## config.mk

```make
export PLATFORM = sky130hd
export DESIGN_NAME = wav_header_parser_unit
export DESIGN_NICKNAME = d
export VERILOG_FILES = /design/src/wavhp_pkg.sv /design/src/wav_header_parser_unit.sv /design/src/wavhp_parse.sv
export SDC_FILE = /design/constraint.sdc
export NUM_CORES = 1
export LEC_CHECK = 0
export ABC_AREA = 1
export BUFFER_PORTS_ARGS = -buffer_cell sky130_fd_sc_hd__buf_2
export CAP_MARGIN = 20
export CORE_MARGIN = 2
export CORE_UTILIZATION = 55
export CTS_CLUSTER_SIZE = 20
export DETAILED_ROUTE_END_ITERATION = 12
export HOLD_SLACK_MARGIN = 0.1
export PLACE_DENSITY_LB_ADDON = 0.05
export SLEW_MARGIN = 30
export SYNTH_ARGS = -nofsm -noshare
export SYNTH_HDL_FRONTEND = slang
export SYNTH_SLANG_ARGS = --single-unit
```

## constraint.sdc

```tcl
create_clock -name i_clk -period 9.8 [get_ports i_clk]
set_clock_uncertainty 0.15 [all_clocks]
set_input_delay 1.96 -clock i_clk [delete_from_list [all_inputs] [get_ports i_clk]]
set_output_delay 1.96 -clock i_clk [all_outputs]
set_load 0.05 [all_outputs]
```

## src/wavhp_pkg.sv

```systemverilog
// Package: shared types and constants of the WAV header parser.
`timescale 1ns / 1ps
package wavhp_pkg;

    // Parse phases
    typedef enum logic [2:0] {
        PH_IDLE,
        PH_HEAD,
        PH_SCAN,
        PH_LEN,
        PH_WAIT,
        PH_DONE
    } t_phase;

    // Result status codes
    typedef enum logic [1:0] {
        ST_OK        = 2'd0,
        ST_BAD_MAGIC = 2'd1,
        ST_NO_DATA   = 2'd2,
        ST_TRUNC     = 2'd3
    } t_status;

    localparam int unsigned LIMIT_W  = 16;
    localparam int unsigned CHECK_W  = 17;  // scan offset, may step 4 past the limit
    localparam int unsigned HDR_W    = 17;
    localparam int unsigned CMP_W    = 33;  // wide enough for 20 + fmt length

    localparam logic [31:0] MAGIC_RIFF = 32'h5249_4646;
    localparam logic [31:0] MAGIC_WAVE = 32'h5741_5645;
    localparam logic [31:0] MAGIC_FMT  = 32'h666D_7420;
    localparam logic [31:0] MAGIC_DATA = 32'h6461_7461;

    localparam logic [LIMIT_W-1:0] SCAN_LIMIT_RST = 16'd4096;
    localparam logic [15:0]        FMT_PCM        = 16'd1;

    // One result beat
    typedef struct packed {
        t_status           status;
        logic [15:0]       format_tag;
        logic              is_pcm;
        logic [15:0]       channel_count;
        logic [31:0]       rate_hz;
        logic [15:0]       bits_per_sample;
        logic [31:0]       data_length;
        logic [HDR_W-1:0]  header_bytes;
    } t_result;

endpackage

```

## src/wav_header_parser_unit.sv

```systemverilog
// Module: top level of the streaming RIFF/WAVE header parser.
`timescale 1ns / 1ps
// Channel   Direction  Handshake                Payload
// in        sink       i_in_valid / o_in_ready  i_byte_value, i_first_byte, i_last_byte
// out       source     o_out_valid / i_out_ready o_status, o_format_tag, o_is_pcm,
//                                               o_channel_count, o_rate_hz,
//                                               o_bits_per_sample, o_data_length,
//                                               o_header_bytes
// cfg       sink       i_cfg_valid / o_cfg_ready i_cfg_data (scan limit)
//
// One byte beat per cycle while no stalled result blocks input. Each byte is
// parsed in the cycle it is accepted and its result, if any, lands in the output register on that edge.
// The output register is the only stage; input is taken whenever it is empty
// or being drained, so a stalled result blocks input only while it waits.
// Synchronous active-low reset returns to idle (waiting for a first-byte mark)
// and sets the scan limit to 4096. Config writes are always ready.
module wav_header_parser_unit
    import wavhp_pkg::*;
#(
    parameter int unsigned POS_WIDTH = 17
) (
    input  logic               i_clk,
    input  logic               i_rst_n,

    input  logic               i_in_valid,
    output logic               o_in_ready,
    input  logic [7:0]         i_byte_value,
    input  logic               i_first_byte,
    input  logic               i_last_byte,

    output logic               o_out_valid,
    input  logic               i_out_ready,
    output logic [1:0]         o_status,
    output logic [15:0]        o_format_tag,
    output logic               o_is_pcm,
    output logic [15:0]        o_channel_count,
    output logic [31:0]        o_rate_hz,
    output logic [15:0]        o_bits_per_sample,
    output logic [31:0]        o_data_length,
    output logic [HDR_W-1:0]   o_header_bytes,

    input  logic               i_cfg_valid,
    output logic               o_cfg_ready,
    input  logic [LIMIT_W-1:0] i_cfg_data
);

    logic [LIMIT_W-1:0] r_scan_limit;
    logic               r_out_valid, n_out_valid;
    t_result            r_out;

    logic               in_acc;
    logic               res_valid;
    t_result            res;

    // Accept while the output register is empty or its beat leaves this cycle
    assign o_in_ready  = !r_out_valid || i_out_ready;
    assign in_acc      = i_in_valid && o_in_ready;
    assign o_cfg_ready = 1'b1;

    wavhp_parse #(
        .POS_WIDTH (POS_WIDTH)
    ) u_parse (
        .i_clk        (i_clk),
        .i_rst_n      (i_rst_n),
        .i_step       (in_acc),
        .i_byte_value (i_byte_value),
        .i_first_byte (i_first_byte),
        .i_last_byte  (i_last_byte),
        .i_scan_limit (r_scan_limit),
        .o_res_valid  (res_valid),
        .o_res        (res)
    );

    always_comb begin
        if (res_valid)        n_out_valid = 1'b1;
        else if (i_out_ready) n_out_valid = 1'b0;
        else                  n_out_valid = r_out_valid;
    end

    always_ff @(posedge i_clk) begin
        if (!i_rst_n) begin
            r_out_valid  <= 1'b0;
            r_scan_limit <= SCAN_LIMIT_RST;
        end else begin
            r_out_valid <= n_out_valid;
            if (i_cfg_valid && o_cfg_ready) r_scan_limit <= i_cfg_data;
        end
    end

    // result payload, loaded only with a new result beat
    always_ff @(posedge i_clk) begin
        if (res_valid) r_out <= res;
    end

    assign o_out_valid       = r_out_valid;
    assign o_status          = r_out.status;
    assign o_format_tag      = r_out.format_tag;
    assign o_is_pcm          = r_out.is_pcm;
    assign o_channel_count   = r_out.channel_count;
    assign o_rate_hz         = r_out.rate_hz;
    assign o_bits_per_sample = r_out.bits_per_sample;
    assign o_data_length     = r_out.data_length;
    assign o_header_bytes    = r_out.header_bytes;

    // a result beat only appears after an accepted byte
    a_out_from_input: assert property (@(posedge i_clk) disable iff (!i_rst_n)
        $rose(r_out_valid) |-> $past(in_acc))
        else $error("result without accepted byte");

    // a waiting result beat holds its payload
    a_out_hold: assert property (@(posedge i_clk) disable iff (!i_rst_n)
        o_out_valid && !i_out_ready |=> o_out_valid && $stable(r_out))
        else $error("result beat dropped or changed while stalled");

    // input is never blocked while the output register is empty
    a_in_ready_empty: assert property (@(posedge i_clk) disable iff (!i_rst_n)
        !o_out_valid |-> o_in_ready)
        else $error("input blocked with empty output");

endmodule

```

## src/wavhp_parse.sv

```systemverilog
// Module: per-byte parse state and result decision for the WAV header parser.
`timescale 1ns / 1ps
module wavhp_parse
    import wavhp_pkg::*;
#(
    parameter int unsigned POS_WIDTH = 17
) (
    input  logic               i_clk,
    input  logic               i_rst_n,
    input  logic               i_step,
    input  logic [7:0]         i_byte_value,
    input  logic               i_first_byte,
    input  logic               i_last_byte,
    input  logic [LIMIT_W-1:0] i_scan_limit,
    output logic               o_res_valid,
    output t_result            o_res
);

    localparam logic [POS_WIDTH-1:0] POS_MAX = '1;

    t_phase               r_phase, n_phase;
    logic [POS_WIDTH-1:0] r_pos, n_pos;
    logic [31:0]          r_window, n_window;
    logic [31:0]          r_fmt_len, n_fmt_len;
    logic [15:0]          r_code, n_code;
    logic [15:0]          r_chan, n_chan;
    logic [31:0]          r_rate, n_rate;
    logic [15:0]          r_bits, n_bits;
    logic [CHECK_W-1:0]   r_check, n_check;
    logic [CHECK_W-1:0]   r_match, n_match;

    logic                 active, step;
    t_phase               cur_phase;
    logic [CMP_W-1:0]     pos_x;
    logic [31:0]          win_base, win_sh;
    logic [31:0]          fmt_base;
    logic [15:0]          code_base, chan_base, bits_base;
    logic [31:0]          rate_base;

    logic                 bad_magic, head_end, head_over;
    logic [CMP_W-1:0]     nc_head;
    logic                 scan_hit, data_hit, scan_over;
    logic [CHECK_W-1:0]   nc_scan;
    logic                 len_end, at35;

    logic                 res_ok, res_err;
    t_status              res_status;

    // Byte position, window shift and field latches
    always_comb begin
        active    = i_first_byte || (r_phase != PH_IDLE && r_phase != PH_DONE);
        step      = i_step && active;
        cur_phase = i_first_byte ? PH_HEAD : r_phase;
        n_pos     = i_first_byte ? '0 : ((r_pos != POS_MAX) ? r_pos + 1'b1 : r_pos);
        pos_x     = {{(CMP_W-POS_WIDTH){1'b0}}, n_pos};

        win_base  = i_first_byte ? '0 : r_window;
        win_sh    = (cur_phase != PH_WAIT) ? {win_base[23:0], i_byte_value} : win_base;
        fmt_base  = i_first_byte ? '0 : r_fmt_len;
        code_base = i_first_byte ? '0 : r_code;
        chan_base = i_first_byte ? '0 : r_chan;
        rate_base = i_first_byte ? '0 : r_rate;
        bits_base = i_first_byte ? '0 : r_bits;

        n_fmt_len = (pos_x >= CMP_W'(16) && pos_x <= CMP_W'(19))
                  ? {i_byte_value, fmt_base[31:8]} : fmt_base;
        n_code    = (pos_x == CMP_W'(20) || pos_x == CMP_W'(21))
                  ? {i_byte_value, code_base[15:8]} : code_base;
        n_chan    = (pos_x == CMP_W'(22) || pos_x == CMP_W'(23))
                  ? {i_byte_value, chan_base[15:8]} : chan_base;
        n_rate    = (pos_x >= CMP_W'(24) && pos_x <= CMP_W'(27))
                  ? {i_byte_value, rate_base[31:8]} : rate_base;
        n_bits    = (pos_x == CMP_W'(34) || pos_x == CMP_W'(35))
                  ? {i_byte_value, bits_base[15:8]} : bits_base;
    end

    // Compare events of this byte
    always_comb begin
        bad_magic = (pos_x == CMP_W'(3)  && win_sh != MAGIC_RIFF) ||
                    (pos_x == CMP_W'(11) && win_sh != MAGIC_WAVE) ||
                    (pos_x == CMP_W'(15) && win_sh != MAGIC_FMT);
        head_end  = (pos_x == CMP_W'(19));
        nc_head   = CMP_W'(20) + {1'b0, n_fmt_len};
        head_over = nc_head > {{(CMP_W-LIMIT_W){1'b0}}, i_scan_limit};

        scan_hit  = pos_x == ({{(CMP_W-CHECK_W){1'b0}}, r_check} + CMP_W'(3));
        data_hit  = (win_sh == MAGIC_DATA);
        nc_scan   = r_check + CHECK_W'(4);
        scan_over = nc_scan > {{(CHECK_W-LIMIT_W){1'b0}}, i_scan_limit};

        len_end   = pos_x == ({{(CMP_W-CHECK_W){1'b0}}, r_match} + CMP_W'(7));
        at35      = (pos_x >= CMP_W'(35));
    end

    // Next phase and scan registers
    always_comb begin
        n_phase    = cur_phase;
        n_check    = i_first_byte ? '0 : r_check;
        n_match    = i_first_byte ? '0 : r_match;
        n_window   = win_sh;
        res_ok     = 1'b0;
        res_err    = 1'b0;
        res_status = ST_OK;
        case (cur_phase)
            PH_HEAD: begin
                if (bad_magic) begin
                    res_err    = 1'b1;
                    res_status = ST_BAD_MAGIC;
                end else if (head_end) begin
                    n_check = nc_head[CHECK_W-1:0];
                    if (head_over) begin
                        res_err    = 1'b1;
                        res_status = ST_NO_DATA;
                    end else begin
                        n_phase = PH_SCAN;
                    end
                end
            end
            PH_SCAN: begin
                if (scan_hit) begin
                    if (data_hit) begin
                        n_match = r_check;
                        n_phase = PH_LEN;
                    end else begin
                        n_check = nc_scan;
                        if (scan_over) begin
                            res_err    = 1'b1;
                            res_status = ST_NO_DATA;
                        end
                    end
                end
            end
            PH_LEN: begin
                if (len_end) begin
                    n_window = {win_sh[7:0], win_sh[15:8], win_sh[23:16], win_sh[31:24]};
                    if (at35) res_ok = 1'b1;
                    else      n_phase = PH_WAIT;
                end
            end
            PH_WAIT: begin
                if (at35) res_ok = 1'b1;
            end
            default: ;
        endcase
        // a result due on the last byte wins over truncation
        if (!res_ok && !res_err && i_last_byte) begin
            res_err    = 1'b1;
            res_status = ST_TRUNC;
        end
        if (res_ok || res_err) n_phase = PH_DONE;
    end

    // Result beat
    always_comb begin
        o_res_valid = step && (res_ok || res_err);
        o_res       = '0;
        o_res.status = res_status;
        if (res_ok) begin
            o_res.format_tag      = n_code;
            o_res.is_pcm          = (n_code == FMT_PCM);
            o_res.channel_count   = n_chan;
            o_res.rate_hz         = n_rate;
            o_res.bits_per_sample = n_bits;
            o_res.data_length     = n_window;
            o_res.header_bytes    = n_match + HDR_W'(8);
        end
    end

    always_ff @(posedge i_clk) begin
        if (!i_rst_n) begin
            r_phase <= PH_IDLE;
            r_pos   <= '0;
        end else if (step) begin
            r_phase <= n_phase;
            r_pos   <= n_pos;
        end
    end

    always_ff @(posedge i_clk) begin
        if (step) begin
            r_window  <= n_window;
            r_fmt_len <= n_fmt_len;
            r_code    <= n_code;
            r_chan    <= n_chan;
            r_rate    <= n_rate;
            r_bits    <= n_bits;
            r_check   <= n_check;
            r_match   <= n_match;
        end
    end

    // a result always closes the parse
    a_done_after_result: assert property (@(posedge i_clk) disable iff (!i_rst_n)
        o_res_valid |=> r_phase == PH_DONE)
        else $error("parse not closed after result");

    // idle is only left by a first byte, so the position stays at zero
    a_idle_pos_zero: assert property (@(posedge i_clk) disable iff (!i_rst_n)
        r_phase == PH_IDLE |-> r_pos == '0)
        else $error("position moved while idle");

    // the data chunk can not start before offset 20
    a_ok_header_min: assert property (@(posedge i_clk) disable iff (!i_rst_n)
        o_res_valid && o_res.status == ST_OK |-> o_res.header_bytes >= HDR_W'(28))
        else $error("header size below minimum");

endmodule
```

==> flow_summary.toml, run 1 <==
[global_route]
grt_pass1_wl_um = 89800
antenna_found_initial = 0
grt_use_total = 0.299
grt_max_degree = 142
overflow = 0
grt_pass1_vias = 16400

[synthesis]
ys_top_cells_by_area = "edfxtp_1 (46%), nand2_1 (10%), inv_1 (5.6%)"
postSynthAreaPerCell_sq_um = 8.23
synth_top_family_by_area = "simple AND/OR/NAND/NOR gates"
yosysMostFrequentCell = "nand2_1"
async_reset_ff_frac = 0
synth_xor_area_frac = 0.0306
synth_compound_area_frac = 0.103
synth_fa_ha_area_frac = 0.0234
yosys.area_share.simple = 0.266
syn_area_sq_um = 20300
yosysTopAreaCell = "edfxtp_1"
netlist_instances = 2468
muxShareOfSynthArea = 0
synth.cells.most_frequent = "nand2_1 (560), edfxtp_1 (310), inv_1 (305), nor2_1 (246), o21ai_0 (188)"
ys_types = 60
synth_edf_count = 310
syn-num-nets = 2537
synth-seq-cells = 347
yosysSeqAreaShare = 0.495
ys.flop_type = "edfxtp_1"
synth_top_area_share = 0.458
synth.yosys.warnings = 0

[placement]
dpl.hpwl_um = 42000
port_buffers = 164
place_congestion = 0.966
post-place-ws_ns = 1.93

[critical_path]
startpoint = "i_first_byte"
crit_buf_inv = 8
cp-start-kind = "input port"
crit_cells = 33
setup.worst_path.class = "in -> reg"
r2r_slack_ns = 3.01
reg2reg_depth = 38
crit-reg2reg-launch = "u_parse.r_pos[1]"
crit_end = "o_format_tag[12]"
crit_path_frequent_cell = "nand2_1"
max_stage_delay_ns = 0.58
cp_slowest_cell = "inv_8"
cp.arrival_ns = 7.26
critPathTopFamily = "simple AND/OR/NAND/NOR gates"
worstSetupEndpointType = "flip-flop"
r2r-end = "o_format_tag[12]"
cp_max_fo = 103
worstPathRequired_ns = 9.91

[floorplanning]
die_w_um = 196
ios = 166
core_area_sq_um = 36500
design.die.area_sq_um = 38500
start_util = 0.556
num_rows = 70
die_h_um = 196

[cells_and_area]
n_antenna_cell = 0
layout-drive-gt1-share = 0.133
layout.nets = 2668
fin_util = 0.622
fill_cells = 3218
syn2layout_area_growth_pct = 11.8

[routing]
routed_wl_um = 57700
viasPerCell = 5.71
drt_iter0_markers = 1774
drcViolationCount = 0
wl_per_cell_um = 18.6
drt-pass1-iter-count = 5
ant_nets = 0
vias = 17700

[sta]
fmaxAchievable_mhz = 140
relSlewSlack = 0.365
setup_violations = 0
drv_slew = 0
fin_crit_sh = 0.730
rsz0062_at_grt = "false"
period_minus_slack_ns = 7.15
tightest_slew_ns = 0.945
timing.final.ws_setup_ns = 2.65
fin_setup_tns_ns = 0
finalHoldViolCount = 0

[clock_network]
cts_setup_buffers = 0
clock_sinks = 347
clkLatencyLatePin_ns = 0.58
clockBufferDepth = 3
hold_buffers = 0
htree_num_levels = 2
cts_tree = "built"
cts_resized = 0
root_buffer = "clkbuf_16"
clkTransAtPathRegs_ns = 0.06
numCtsBuffers = 39

[job]
drv_cap = 0

[power_and_ir_drop]
p_leak_nw = 9.56
vdd_drop_max_mv = 0.136
power_mw = 4.45
power_density_nw_per_um2 = 196

[min_path]
hold_class = "reg -> reg"

[run_status]
status = "completed"
-- tightest hold or removal path, cell delays in order, from the launching register on --
cell and delay (ns):
dfxtp_1 0.29, inv_1 0.09, a21oi_1 0.07
-- cell families after synthesis --
logic type | Yosys count
compound gates | 389
xor+xnor | 71
fa+ha+maj | 38
buf+inv | 425
flops | 347
other cells | 1
simple gates | 1197
-- report_power, final --
part	internal, mW	total [mW]	switching, mW
Combinational	0.294	1.17	0.875
Sequential	1.83	1.91	0.0803
Clock	0.756	1.37	0.617
-- cells in the final DEF (no fill, tap or decap), types with 13 or more instances in the layout --
cell type / n
and2_1: 15
nand2_1: 560
clkbuf_16: 39
clkbuf_1: 13
nand3_1: 161
nor4_1: 17
o21ai_0: 188
nand4_1: 65
o21ai_1: 27
nor3_1: 35
nor2_1: 246
nand2_2: 24
inv_1: 304
dfxtp_1: 37
inv_2: 17
buf_2: 164
buf_4: 16
nor2_2: 22
edfxtp_1: 310
a21oi_1: 127
xor2_1: 59
ha_1: 38
-- layer usage --
layer	global-route usage	vias to the layer above	routed length, um
met5	0	-	0
met2	0.457	768	25400
met4	0.0957	0	1670
li1	-	8540	-
met1	0.441	8259	25800
met3	0.0445	104	4860
-- final cells by class --
cell class / instances / area, sq um / share of cell area
sequential: 347 / 10000 / 0.442
multi-input combinational: 1696 / 8640 / 0.381
tap: 468 / 586 / 0.0258
timing repair buffer: 184 / 1000 / 0.0442
inverter: 331 / 1250 / 0.0553
clock buffer: 53 / 1040 / 0.0457
clock inverter: 17 / 138 / 0.00606
-- metrics by stage --
step                hold WS (ns)  cells  instance area (sq um)
finish                     0.360   3096                  22700
global route               0.385   3096                  22700
CTS                        0.363   3096                  22700
detailed placement         0.354   3026                  21500
global placement           0.347   3026                  21500
floorplan                  0.314   2468                  20300
-- worst min path at each step --
stage,start,end,slack [ns],depth (start not counted)
after floorplan,r_scan_limit[1],r_scan_limit[1],0.31,2
after global placement,r_scan_limit[5],r_scan_limit[5],0.35,2
after CTS,r_scan_limit[9],r_scan_limit[9],0.36,2
after detailed placement,r_scan_limit[9],r_scan_limit[9],0.35,2
final,r_scan_limit[9],r_scan_limit[9],0.36,2
after global routing,r_scan_limit[6],r_scan_limit[6],0.38,2
-- flip-flops by register name, indices dropped and copies added, names as in the netlist --
signal	cells
u_parse.r_fmt_len	32
o_channel_count	16
o_data_length	32
u_parse.r_pos	17
u_parse.r_check	17
u_parse.r_rate	32
o_header_bytes	17
u_parse.r_match	17
u_parse.r_bits	16
o_out_valid	1
r_scan_limit	16
u_parse.r_window	32
u_parse.r_chan	16
o_bits_per_sample	16
u_parse.r_code	16
o_is_pcm	1
o_rate_hz	32
u_parse.r_phase	3
o_format_tag	16
o_status	2
(Power assumes the default switching activity.)
==> inputs of run 2 (changes only) <==
--- a/config.mk
+++ b/config.mk
@@ -5,7 +5,7 @@
 export SDC_FILE = /design/constraint.sdc
 export NUM_CORES = 1
 export LEC_CHECK = 0
-export ABC_AREA = 1
+export ABC_AREA = 0
 export BUFFER_PORTS_ARGS = -buffer_cell sky130_fd_sc_hd__buf_2
 export CAP_MARGIN = 20
 export CORE_MARGIN = 2
==> constraint.sdc (replaced) <==
create_clock -name i_clk -period 6.1 [get_ports i_clk]
set_clock_uncertainty 0.15 [all_clocks]
set_input_delay 1.22 -clock i_clk [delete_from_list [all_inputs] [get_ports i_clk]]
set_output_delay 1.22 -clock i_clk [all_outputs]
set_load 0.05 [all_outputs]
==> flow_summary.toml, run 2 <==
[run_status]
status = "completed"

[placement]
post-place-ws_ns = -0.153
dpl.hpwl_um = 41500
place_area_sq_um = 22500
port_buffers = 164
place_congestion = 0.930

[clock_network]
cts_tree = "built"
clock_sinks = 347
htree_num_levels = 2
clockBufferDepth = 3
numCtsBuffers = 39
root_buffer = "clkbuf_16"
clkLatencyLatePin_ns = 0.56
hold_buffers = 0
clkTransAtPathRegs_ns = 0.06

[sta]
drv_slew = 0
period_minus_slack_ns = 5.98
fin_setup_tns_ns = 0
setup_violations = 0
fin_crit_sh = 0.980
fmaxAchievable_mhz = 167
finalHoldViolCount = 0
tightest_slew_ns = 1.01
timing.final.ws_setup_ns = 0.124
relSlewSlack = 0.325

[floorplanning]
ios = 166
num_rows = 70
core_area_sq_um = 36600
start_util = 0.560
die_h_um = 197
design.die.area_sq_um = 38800
die_w_um = 197

[synthesis]
syn-num-nets = 2103
synth_xor_area_frac = 0.0411
yosysMostFrequentCell = "edfxtp_1"
yosysTopAreaCell = "edfxtp_1"
synth_top_area_share = 0.454
synth_edf_count = 310
postSynthAreaPerCell_sq_um = 10.1
synth_top_family_by_area = "simple AND/OR/NAND/NOR gates"
synth.cells.most_frequent = "edfxtp_1 (310), nand2_1 (241), nor2_1 (148), nor2b_1 (104), a21oi_1 (89)"
synth-seq-cells = 347
muxShareOfSynthArea = 0.0568
netlist_instances = 2034
ys.flop_type = "edfxtp_1"
ys_types = 106
synth_compound_area_frac = 0.126
syn_area_sq_um = 20500
synth.yosys.warnings = 0
ys_top_cells_by_area = "edfxtp_1 (45%), nand2_1 (4.4%), mux2i_1 (4.0%)"
async_reset_ff_frac = 0
synth_fa_ha_area_frac = 0.0232
yosysSeqAreaShare = 0.490
yosys.area_share.simple = 0.220

[global_route]
grt_use_total = 0.305
overflow = 0
grt_pass1_vias = 15900
grt_max_degree = 127
grt_pass1_wl_um = 91700
antenna_found_initial = 0

[critical_path]
setup.worst_path.class = "reg -> reg"
startpoint = "u_parse.r_pos[0]"
reg2reg_depth = 26
cp_max_fo = 10
cp-start-kind = "flip-flop"
worstSetupEndpointType = "flip-flop"
r2r_slack_ns = 0.12
cp.arrival_ns = 6.14
crit_end = "o_channel_count[4]"
worstPathRequired_ns = 6.27
r2r-end = "o_channel_count[4]"
crit-reg2reg-launch = "u_parse.r_pos[0]"

[min_path]
min_delay_path_depth = 2
hold_class = "reg -> reg"

[power_and_ir_drop]
sequentialPowerShare = 0.458
vdd_drop_max_mv = 0.245
p_int_mw = 4.69
clockPowerShare = 0.351
power_mw = 6.70
switching_share = 0.299
p_comb_frac = 0.190
p_switching_mw = 2.00
power_density_nw_per_um2 = 277
p_leak_nw = 9.05

[routing]
wl_per_cell_um = 21.9
ant_nets = 0
viasPerCell = 6.16
drcViolationCount = 0
wl_met3_um = 5100
vias = 16900
m1WireLength_um = 26900
top_layer_used = "met4"
routed-wl-met2_um = 26500
drt_iter0_markers = 1759
drt-pass1-iter-count = 6
routed_wl_um = 60100

[cells_and_area]
syn2layout_area_growth_pct = 18.1
layout.nets = 2317
regArea_sq_um = 10100
layout-drive-gt1-share = 0.224
final_area_sq_um = 24200
n_antenna_cell = 0
final_cell_mix = "edfxtp_1 (310), nand2_1 (240), buf_2 (163), nor2_1 (148), buf_4 (118)"
final_common_cell = "edfxtp_1"
multi_input_area_sq_um = 9840
fill_cells = 2921

[job]
drv_cap = 0
## run 2: logic make-up after synthesis
family | after synthesis
and+or+nand+nor | 859
muxes | 111
AOI/OAI and AO/OA | 375
adders and majority gates | 38
buffers and inverters | 210
DFF | 347
other | 1
xor gates and xnor gates | 93
## run 2: power groups by stage
stage | logic (mW) | registers [mW] | clock network, mW
3_3_place_gp | 1.18 | 3.11 | 0
2_1_floorplan | 0.700 | 3.26 | 0
5_1_grt | 1.37 | 3.09 | 2.47
3_5_place_dp | 1.20 | 3.11 | 0
6_report | 1.28 | 3.07 | 2.35
4_1_cts | 1.22 | 3.06 | 2.39
## run 2: how the worst min path moves through the flow
stage / startpoint / to / slack [ns]
after floorplan: r_scan_limit[10] / r_scan_limit[10] / 0.33
after global placement: r_scan_limit[3] / r_scan_limit[3] / 0.35
after detailed placement: r_scan_limit[1] / r_scan_limit[1] / 0.35
after CTS: r_scan_limit[1] / r_scan_limit[1] / 0.37
after global routing: r_scan_limit[6] / r_scan_limit[6] / 0.40
final: r_scan_limit[1] / r_scan_limit[1] / 0.36
## run 2: final cells by class
| cell class | instances | share of cell area |
|---|---|---|
| Tap cell | 468 | 0.0242 |
| Timing Repair Buffer | 305 | 0.0899 |
| Sequential cell | 347 | 0.416 |
| Inverter | 78 | 0.0123 |
| Clock inverter | 17 | 0.00811 |
| Multi-Input combinational cell | 1477 | 0.406 |
| Clock buffer | 51 | 0.0435 |
## run 2: critical path, cell delays in order, from the launching register on
cell and delay (ns):
dfxtp_2 0.35, ha_4 0.16, nand3_4 0.09, buf_4 0.18, nor3_4 0.26, a21oi_2 0.12
mux2_4 0.33, nor3b_4 0.24, and3_4 0.26, mux2i_1 0.19, or2_4 0.14, inv_2 0.05
ha_4 0.17, a31oi_4 0.16, o311ai_4 0.13, and2_4 0.19, xor2_1 0.19, ha_1 0.31
and3_1 0.15, nand3_1 0.09, or4_4 0.54, a211oi_4 0.29, buf_6 0.14, a211o_1 0.20
a41oi_4 0.19, buf_12 0.25, clkbuf_16 0.18
## run 2: routing by layer
| layer | GRT usage | vias to the layer above |
|---|---|---|
| met1 | 0.452 | 8134 |
| met4 | 0.0944 | 0 |
| met2 | 0.458 | 785 |
| met3 | 0.0511 | 90 |
| li1 | - | 7890 |
| met5 | 0 | - |
## run 2: per-stage QoR
stage | hold WS, ns | instances | util
after floorplan | 0.333 | 2034 | -
after global placement | 0.349 | 2661 | 0.615
after detailed placement | 0.352 | 2661 | 0.615
after CTS | 0.368 | 2731 | 0.651
after global routing | 0.399 | 2743 | 0.661
final | 0.360 | 2743 | 0.661
## run 2: timing repair
action	CTS	global route
gates cloned	1	9
setup endpoints to repair	117	133
resized for setup	7	35
pin swaps	1	14
setup buffers	1	3
==> inputs of run 3 (changes only) <==
==> constraint.sdc (replaced) <==
create_clock -name i_clk -period 4.8 [get_ports i_clk]
set_clock_uncertainty 0.15 [all_clocks]
set_input_delay 0.96 -clock i_clk [delete_from_list [all_inputs] [get_ports i_clk]]
set_output_delay 0.96 -clock i_clk [all_outputs]
set_load 0.05 [all_outputs]
==> flow_summary.toml, run 3 (synthesized netlist as in run 2, its figures left out) <==
[sta]
rsz0062_at_grt = "true"
fmaxAchievable_mhz = 168
fin_hold_ws_ns = 0.366
drv_slew = 0
tightest_slew_ns = 0.758
timing.final.ws_setup_ns = -1.14
finalHoldViolCount = 0
period_minus_slack_ns = 5.94
setup_violations = 138
fin_crit_sh = 1.24
fin_setup_tns_ns = -151.91
relSlewSlack = 0.495

[clock_network]
numCtsBuffers = 39
hold_buffers = 0
htree_num_levels = 2
clock_sinks = 347
clkTransAtPathRegs_ns = 0.06
clockBufferDepth = 3
root_buffer = "clkbuf_16"
clkLatencyLatePin_ns = 0.58
cts_tree = "built"

[run_status]
violations = "negative setup slack"
status = "finished with violations"

[routing]
drt-pass1-iter-count = 6
wl_per_cell_um = 21.7
vias = 17700
drt_iter0_markers = 1862
routed_wl_um = 64100
viasPerCell = 6.00
ant_nets = 0
drcViolationCount = 0

[floorplanning]
design.die.area_sq_um = 38800
die_w_um = 197
die_h_um = 197
ios = 166
core_area_sq_um = 36600
num_rows = 70
start_util = 0.560

[cells_and_area]
layout-drive-gt1-share = 0.295
final_cell_mix = "edfxtp_1 (310), buf_4 (309), nand2_1 (239), buf_2 (163), nor2_1 (148)"
layout.nets = 2522
final_common_cell = "edfxtp_1"
syn2layout_area_growth_pct = 27.3
fin_util = 0.713

[global_route]
grt_use_total = 0.321
antenna_found_initial = 0
overflow = 0
grt_pass1_vias = 16800
grt_pass1_wl_um = 96500
grt_max_degree = 88

[critical_path]
worstPathRequired_ns = 4.99
cp_slowest_cell = "or4_4"
r2r_slack_ns = -1.14
max_stage_delay_ns = 0.43
cp_max_fo = 7
setup.worst_path.class = "reg -> reg"
crit-reg2reg-launch = "u_parse.r_pos[0]"
crit_path_frequent_cell = "and3_4"
r2r-end = "o_header_bytes[13]"
crit_end = "o_header_bytes[13]"
reg2reg_depth = 27
startpoint = "u_parse.r_pos[0]"
worstSetupEndpointType = "flip-flop"
cp-start-kind = "flip-flop"
cp.arrival_ns = 6.13

[placement]
place_congestion = 0.928
dpl.hpwl_um = 45000
port_buffers = 164
post-place-ws_ns = -1.30

[job]
drv_cap = 0

[power_and_ir_drop]
p_leak_nw = 10.2
vdd_drop_max_mv = 0.311
power_density_nw_per_um2 = 333

[min_path]
hold_class = "reg -> reg"
min-delay-start = "r_scan_limit[1]"
==> run 3: cell types whose count changed in the layout (fill, tap and decap cells not counted), sizes merged <==
cell    change
diode       +1
buf       +198
bufinv      -2
clkinv      +6
clkbuf      +7
==> run 3: worst min path at each step <==
stage / end / slack (ns) / depth (start not counted)
after floorplan: r_scan_limit[10] / 0.33 / 2
after global placement: r_scan_limit[5] / 0.35 / 2
after detailed placement: r_scan_limit[10] / 0.36 / 2
after CTS: u_parse.r_pos[1] / 0.37 / 2
after global routing: u_parse.r_pos[1] / 0.38 / 2
final: r_scan_limit[1] / 0.37 / 2
==> run 3: timing repair <==
item,CTS,global route
gates resized for setup,22,44
buffers inserted,6,6
setup endpoints to repair,140,145
cloned,3,16
pin swaps,9,23
==> run 3: routing by layer <==
| metal | wire length (um) | track usage |
|---|---|---|
| met1 | 29000 | 0.485 |
| met5 | 0 | 0 |
| met3 | 4970 | 0.0432 |
| met2 | 28700 | 0.485 |
| met4 | 1370 | 0.0927 |
==> run 3: per-stage QoR <==
stage	std cells	instance area, sq um	total power [mW]
after floorplan	2034	20800	5.02
after global placement	2849	24000	5.59
after detailed placement	2849	24000	5.62
after CTS	2930	25500	8.58
after global routing	2952	26100	8.98
final	2953	26100	8.69
==> run 3: area by class of cell <==
class                           count  area, sq um
Fill cell                        2779        10500
Sequential cell                   347        10100
Clock buffer                       51         1050
Tap cell                          468          586
Antenna cell                        1         2.50
Multi-Input combinational cell   1477         9960
Inverter                           78          303
Timing Repair Buffer              510         3940
Clock inverter                     21          194
==> run 3: power by group <==
group | switching [mW] | total, mW | internal [mW]
Combinational | 1.17 | 1.88 | 0.710
Clock | 1.27 | 2.94 | 1.67
Sequential | 0.216 | 3.87 | 3.66
Total | 2.65 | 8.69 | 6.04
==> run 3: critical path, delay by kind of cell (launching register included) <==
family / cells / cell delay (ns)
AO/OA/AOI/OAI: 8 / 1.73
AND/OR/NAND/NOR: 8 / 1.60
buffers and inverters: 6 / 0.88
adder cells (fa/ha/maj): 3 / 0.64
flip-flops: 1 / 0.36
multiplexers: 1 / 0.20
XOR/XNOR: 1 / 0.15
